===== src/sv/srbs_pkg.sv =====
// ----------------------------------------------------------------------------
// srbs_pkg: shared constants for the switchless ROM bank selector
// Widths of the bank and tick timer, stream data widths, register indexes.
// ----------------------------------------------------------------------------
`default_nettype none

package srbs_pkg;

    localparam int BANK_BITS   = 2;
    localparam int TIMER_WIDTH = 8;
    localparam int TICKS_WIDTH = 8;
    localparam int CMP_WIDTH   = 16;

    localparam int CFG_INDEX_WIDTH = 2;
    localparam int CFG_DATA_WIDTH  = 8;

    localparam int IN_BITS    = 2;
    localparam int IN_TDATA_W = ((IN_BITS + 7) / 8) * 8;
    localparam int OUT_BITS   = BANK_BITS + 4;
    localparam int OUT_TDATA_W = ((OUT_BITS + 7) / 8) * 8;

    localparam logic [TICKS_WIDTH-1:0] HOLD_TICKS_RESET    = TICKS_WIDTH'(15);
    localparam logic [TICKS_WIDTH-1:0] RELEASE_TICKS_RESET = TICKS_WIDTH'(30);
    localparam logic [BANK_BITS-1:0]   START_BANK_RESET    = '0;

    typedef enum logic [CFG_INDEX_WIDTH-1:0] {
        REG_RED_INVERTED  = 2'd0,
        REG_START_BANK    = 2'd1,
        REG_HOLD_TICKS    = 2'd2,
        REG_RELEASE_TICKS = 2'd3
    } cfg_reg_t;

    typedef enum logic {
        MODE_IDLE   = 1'b0,
        MODE_SELECT = 1'b1
    } mode_t;

endpackage

`default_nettype wire


===== src/sv/switchless_rom_bank_selector_top.sv =====
// ----------------------------------------------------------------------------
// switchless_rom_bank_selector_top
// Polls two active-low buttons once per item and steps a ROM bank selector.
// ----------------------------------------------------------------------------
// Each result is registered in the output stage that drives m_tvalid.
// Throughput: one item per cycle unless the skid entry is full; the state update
// is a single compare and increment between the accepted item and the result register.
// A two-entry output stage lets input continue while one result is stalled.
// Reset (aresetn low at a clock edge) restores register defaults, idle mode
// and start bank 0, and empties the output stage.
`default_nettype none

module switchless_rom_bank_selector_top
    import srbs_pkg::*;
(
    input  wire logic                       aclk,
    input  wire logic                       aresetn,

    input  wire logic                       cfg_we,
    input  wire logic [CFG_INDEX_WIDTH-1:0] cfg_index,
    input  wire logic [CFG_DATA_WIDTH-1:0]  cfg_data,

    input  wire logic                       s_tvalid,
    output logic                            s_tready,
    // Fields from bit 0: restore key level, reset line level.
    input  wire logic [IN_TDATA_W-1:0]      s_tdata,

    output logic                            m_tvalid,
    input  wire logic                       m_tready,
    // Fields from bit 0: bank, led, reset_request, save_request, select_mode.
    output logic [OUT_TDATA_W-1:0]          m_tdata
);

    logic                   red_inverted_reg;
    logic [TICKS_WIDTH-1:0] hold_ticks_reg;
    logic [TICKS_WIDTH-1:0] release_ticks_reg;

    mode_t                  mode_reg, mode_next;
    logic [TIMER_WIDTH-1:0] timer_reg, timer_next;
    logic                   armed_reg, armed_next;
    logic                   skip_reg, skip_next;
    logic [BANK_BITS-1:0]   bank_reg, bank_next;
    logic [BANK_BITS-1:0]   saved_reg, saved_next;

    logic                   out_valid_reg, out_valid_next;
    logic [OUT_TDATA_W-1:0] out_data_reg, out_data_next;
    logic                   skid_valid_reg, skid_valid_next;
    logic [OUT_TDATA_W-1:0] skid_data_reg, skid_data_next;

    logic                   accept;
    logic                   restore_up;
    logic                   reset_up;
    logic                   both_up;
    logic [TIMER_WIDTH-1:0] timer_inc;
    logic [TIMER_WIDTH-1:0] idle_timer;
    logic                   led;
    logic                   rst_req;
    logic                   save_req;
    logic [OUT_TDATA_W-1:0] result;

    assign s_tready = !skid_valid_reg;
    assign accept   = s_tvalid && s_tready;
    assign m_tvalid = out_valid_reg;
    assign m_tdata  = out_data_reg;

    assign restore_up = s_tdata[0];
    assign reset_up   = s_tdata[1];
    assign both_up    = restore_up && reset_up;
    assign timer_inc  = timer_reg + TIMER_WIDTH'(1);
    assign idle_timer = restore_up ? '0 : timer_inc;

    // LED uses the bank and timer as they stood before this tick.
    assign led = ((bank_reg != '0) && red_inverted_reg) ^ !timer_reg[1];

    always_comb begin
        mode_next  = mode_reg;
        timer_next = timer_reg;
        armed_next = armed_reg;
        skip_next  = skip_reg;
        bank_next  = bank_reg;
        saved_next = saved_reg;
        rst_req    = 1'b0;
        save_req   = 1'b0;

        unique case (mode_reg)
            MODE_IDLE: begin
                timer_next = idle_timer;
                if ((CMP_WIDTH'(idle_timer) > CMP_WIDTH'(hold_ticks_reg)) || !reset_up) begin
                    mode_next  = MODE_SELECT;
                    armed_next = 1'b0;
                    timer_next = '0;
                    skip_next  = !reset_up;
                end
            end
            MODE_SELECT: begin
                priority if (!armed_reg && both_up) begin
                    armed_next = 1'b1;
                end else if (armed_reg && !both_up) begin
                    // A press after arming steps the bank and cancels the skip.
                    armed_next = 1'b0;
                    skip_next  = 1'b0;
                    bank_next  = bank_reg + BANK_BITS'(1);
                end else if (both_up) begin
                    timer_next = timer_inc;
                    if (CMP_WIDTH'(timer_inc) > CMP_WIDTH'(release_ticks_reg)) begin
                        armed_next = 1'b1;
                        rst_req    = !skip_reg;
                        if (bank_reg != saved_reg) begin
                            save_req   = 1'b1;
                            saved_next = bank_reg;
                        end
                        timer_next = '0;
                        mode_next  = MODE_IDLE;
                    end
                end else begin
                    timer_next = '0;
                end
            end
            default: begin
                mode_next = MODE_IDLE;
            end
        endcase
    end

    assign result = OUT_TDATA_W'({mode_next == MODE_SELECT, save_req, rst_req, led,
                                  bank_next});

    // Output stage: a main register plus one skid entry behind it.
    always_comb begin
        out_valid_next  = out_valid_reg;
        out_data_next   = out_data_reg;
        skid_valid_next = skid_valid_reg;
        skid_data_next  = skid_data_reg;

        priority if (out_valid_reg && m_tready) begin
            if (skid_valid_reg) begin
                out_data_next   = skid_data_reg;
                skid_valid_next = 1'b0;
            end else if (accept) begin
                out_data_next = result;
            end else begin
                out_valid_next = 1'b0;
            end
        end else if (!out_valid_reg) begin
            if (accept) begin
                out_valid_next = 1'b1;
                out_data_next  = result;
            end
        end else begin
            if (accept) begin
                skid_valid_next = 1'b1;
                skid_data_next  = result;
            end
        end
    end

    always_ff @(posedge aclk) begin
        if (!aresetn) begin
            red_inverted_reg  <= 1'b0;
            hold_ticks_reg    <= HOLD_TICKS_RESET;
            release_ticks_reg <= RELEASE_TICKS_RESET;
            mode_reg          <= MODE_IDLE;
            timer_reg         <= '0;
            armed_reg         <= 1'b0;
            skip_reg          <= 1'b0;
            bank_reg          <= START_BANK_RESET;
            saved_reg         <= START_BANK_RESET;
            out_valid_reg     <= 1'b0;
            skid_valid_reg    <= 1'b0;
        end else begin
            out_valid_reg  <= out_valid_next;
            skid_valid_reg <= skid_valid_next;
            if (accept) begin
                mode_reg  <= mode_next;
                timer_reg <= timer_next;
                armed_reg <= armed_next;
                skip_reg  <= skip_next;
                bank_reg  <= bank_next;
                saved_reg <= saved_next;
            end
            if (cfg_we) begin
                unique case (cfg_reg_t'(cfg_index))
                    REG_RED_INVERTED:  red_inverted_reg <= cfg_data[0];
                    REG_START_BANK: begin
                        bank_reg  <= cfg_data[BANK_BITS-1:0];
                        saved_reg <= cfg_data[BANK_BITS-1:0];
                    end
                    REG_HOLD_TICKS:    hold_ticks_reg    <= cfg_data[TICKS_WIDTH-1:0];
                    REG_RELEASE_TICKS: release_ticks_reg <= cfg_data[TICKS_WIDTH-1:0];
                    default: begin
                    end
                endcase
            end
        end
    end

    always_ff @(posedge aclk) begin
        out_data_reg  <= out_data_next;
        skid_data_reg <= skid_data_next;
    end

endmodule

`default_nettype wire

===== config.mk =====
export PLATFORM = sky130hd
export DESIGN_NAME = switchless_rom_bank_selector_top
export DESIGN_NICKNAME = d
export VERILOG_FILES = /design/src/sv/srbs_pkg.sv /design/src/sv/switchless_rom_bank_selector_top.sv
export SDC_FILE = /design/constraint.sdc
export NUM_CORES = 1
export LEC_CHECK = 0
export BUFFER_PORTS_ARGS = -buffer_cell sky130_fd_sc_hd__buf_2
export CAP_MARGIN = 30
export CORE_UTILIZATION = 60
export CTS_BUF_LIST = sky130_fd_sc_hd__clkbuf_2
export CTS_CLUSTER_DIAMETER = 80
export CTS_CLUSTER_SIZE = 25
export DETAILED_ROUTE_END_ITERATION = 6
export PLACE_DENSITY = 0.82
export SKIP_CTS_REPAIR_TIMING = 1
export SYNTH_ARGS = -nofsm -noshare
export SYNTH_HDL_FRONTEND = slang
export SYNTH_SLANG_ARGS = --single-unit

===== constraint.sdc =====
create_clock -name aclk -period 3.21 [get_ports aclk]
set_input_delay 0 -clock aclk [delete_from_list [all_inputs] [get_ports aclk]]
set_output_delay 0 -clock aclk [all_outputs]
set_load 0.005 [all_outputs]

==> results_dict.tcl <==
set metrics [dict create \
    yosysTopAreaCell "dfxtp_1" \
    yosys-top-cells-count "nand2_1, dfxtp_1, ha_1, inv_1" \
    setup.worst_path.start_class "register" \
    io_pins 33 \
    required_ps 3560 \
    finalCriticalPeriod_ps 2900 \
    clock_path_buffers 2 \
    ir_drop_mv 0.184 \
    min_path_type "primary input to register" \
    syn_area_um2 2760 \
    port_buffers 26 \
    avgSynthCellArea_um2 9.14 \
    clockPowerShare_pct 28.2 \
    ant_nets 0 \
    cell_internal_pwr_w 0.000860 \
    drtIter0Drc 151 \
    htreeDepth 2 \
    first_pass_iters 4 \
    syn2layout_area_growth_pct 12.6 \
    rsz0062_at_grt "false" \
    p_leak_nw 1.33 \
    holdPathStages 4 \
    routed_wl_mm 5.55 \
    finalMaxSlewViolations 0 \
    p_sw_share_pct 26.2 \
    status "completed" \
    synth_async_sr_flop_share_pct 0 \
    synth-main-ff-cell "dfxtp_1" \
    yosysSeqAreaShare_pct 39.9 \
    grt_pass1_vias 1951 \
    r2r_start "timer_reg[0]" \
    pwr-share-comb_pct 13.7 \
    seqPwrFrac_pct 58.0 \
    crit_chain "and3_1 > nand3_1 > nor2_1 > xor2_1 > nor2b_1 > ha_1 > nand4_1 > nor2_1 > a211o_1 > and4_2 > o211ai_1 > a21boi_1" \
    worstMarginPinSlew_ps 786 \
    route.vias.total 2206 \
    cp_max_fo 8 \
    synth_edf_count 14 \
    ys_ff_latch 48 \
    num_antenna_cells 0 \
    relSlewSlack_pct 47.5 \
    rows 24 \
    dpl.hpwl_mm 4.06 \
    setup_viol 0 \
    clk_pin_slew_worst_paths_ps 230 \
    cts_tree "yes" \
    hold_slack_ps 21.5 \
    yosysWarningCount 0 \
    fillers 334 \
    fin_tns_setup_ps 0 \
    hold_viol 0 \
    synthTopCellsByArea "dfxtp_1, edfxtp_1, ha_1" \
    slowest_stage "dfxtp_1" \
    crit_type "register to register" \
    power.switching_w 0.000305 \
    die_w_um 69.8 \
    fin_nets 380 \
    floorplan.initialDensity_pct 63.0 \
    vias_per_cell 5.66 \
    die_area_um2 4880 \
    netlist.area_leader.share_pct 24.7 \
    grt_antenna_before_repair 0 \
    syn_inst 302 \
    die_height_um 69.8 \
    skew_ps 17.9 \
    drv_cap 0 \
    grt_max_degree 35 \
    grt_pass1_wl_mm 9.15 \
    multiInputGateArea_um2 1520 \
    startpoint "timer_reg[0]" \
    fmax_mhz 345 \
    grtUsageTotal_pct 23.8 \
    max_stage_delay_ps 520 \
    synth_nets 345 \
    clkLatencyLatePin_ps 440 \
    ff2ff_path_depth 12 \
    ys_types 48 \
    cts_inserted_buffers 5 \
    timing.final.crit_share_pct 90.4 \
    rrSetupSlack_ps 310 \
    worstHoldStart "cfg_we" \
    synth_most_common_cell "nand2_1" \
    gr-total-overflow 0 \
    drive_above_1_share_pct 13.9 \
    globalplace.congestion 0.820 \
    arrival_ps 3250 \
    crit_path_frequent_cell "nor2_1" \
    worst_setup_path_end_kind "register" \
    routedWlPerCell_um 14.2 \
    powerDensity_nw_per_um2 375 \
    layout.area.seq_um2 1100 \
    core_area_um2 4380 \
    cts_sinks 48 \
    drc 0 \
    root_buffer "clkbuf_2" \
]
[layout by cell type (no fill, tap or decap), drive strengths merged, types with 2 or more instances in the layout]
cell type    instances
dfxtp               34
buf                 28
nor2                19
inv                 20
o21a                 2
a21o                 2
nand3               10
o22ai                4
dlygate4sd3         13
nor3                 2
xnor2                8
edfxtp              14
o21ai               13
and2                 4
clkinv               2
and3                 4
nor3b                2
o211ai              12
ha                  20
clkbuf               5
a21oi               12
nand3b               3
nand4                5
xor2                 3
a21boi              15
nor2b               18
mux2i               11
nand2               40
[per-layer routing]
metal / up-vias / global-route usage (%) / part of all wire [%]
li1: 1123 / - / -
met1: 1026 / 33.1 / 48
met2: 51 / 37.1 / 45
met3: 6 / 4.51 / 5.3
met4: 0 / 8.22 / 1.7
met5: - / 0 / 0
[area by class of cell]
| class | instances | share of cell area (%) |
|---|---|---|
| Clock buffer | 5 | 0.805 |
| Clock inverter | 3 | 1.37 |
| Inverter | 20 | 2.42 |
| Multi-Input combinational cell | 221 | 49.0 |
| Sequential cell | 48 | 35.4 |
| Tap cell | 52 | 2.09 |
| Timing Repair Buffer | 41 | 8.86 |
[critical path: cells and delay by family, from the launching register on]
family                   cells  cell delay [ps]
AO/OA/AOI/OAI                3              530
XOR/XNOR                     1              270
AND/OR/NAND/NOR              7             1220
adder cells (fa/ha/maj)      1              270
flip-flops                   1              520
[through the flow]
stage	total power (W)	cell area, µm²	instances	utilization [%]	setup WS (ps)
after floorplan	0.000784	2760	302	-	669
after global placement	0.000828	2910	369	66.4	365
after detailed placement	0.000835	2910	369	66.4	321
after CTS	0.00116	2980	377	67.9	268
after global routing	0.00121	3110	390	70.9	31.0
final	0.00116	3110	390	70.9	308
[power by group through the flow]
stage          logic, W  registers [W]  clock network, W
2_1_floorplan  0.000102       0.000683                 0
3_3_place_gp   0.000141       0.000687                 0
5_1_grt        0.000178       0.000681          0.000350
4_1_cts        0.000146       0.000676          0.000338
3_5_place_dp   0.000146       0.000689                 0
6_report       0.000160       0.000676          0.000329
[cell families (layout without fill, tap and decap cells)]
family          count (synthesis)  after routing  synth area share, %
simple gates                  112            112                 21.1
buf+inv                        33             69                 4.94
compound gates                 66             66                 17.1
mux                            12             12                 4.40
flops                          48             48                 39.9
xor+xnor                       11             11                 3.49
fa+ha+maj                      20             20                 9.07
[worst paths after layout]
kind / end
max reg2reg: timer_reg[7]
max: timer_reg[7]
min: release_ticks_reg[7]
min reg2reg: release_ticks_reg[0]
No activity file was read; power rests on OpenSTA's default activity.
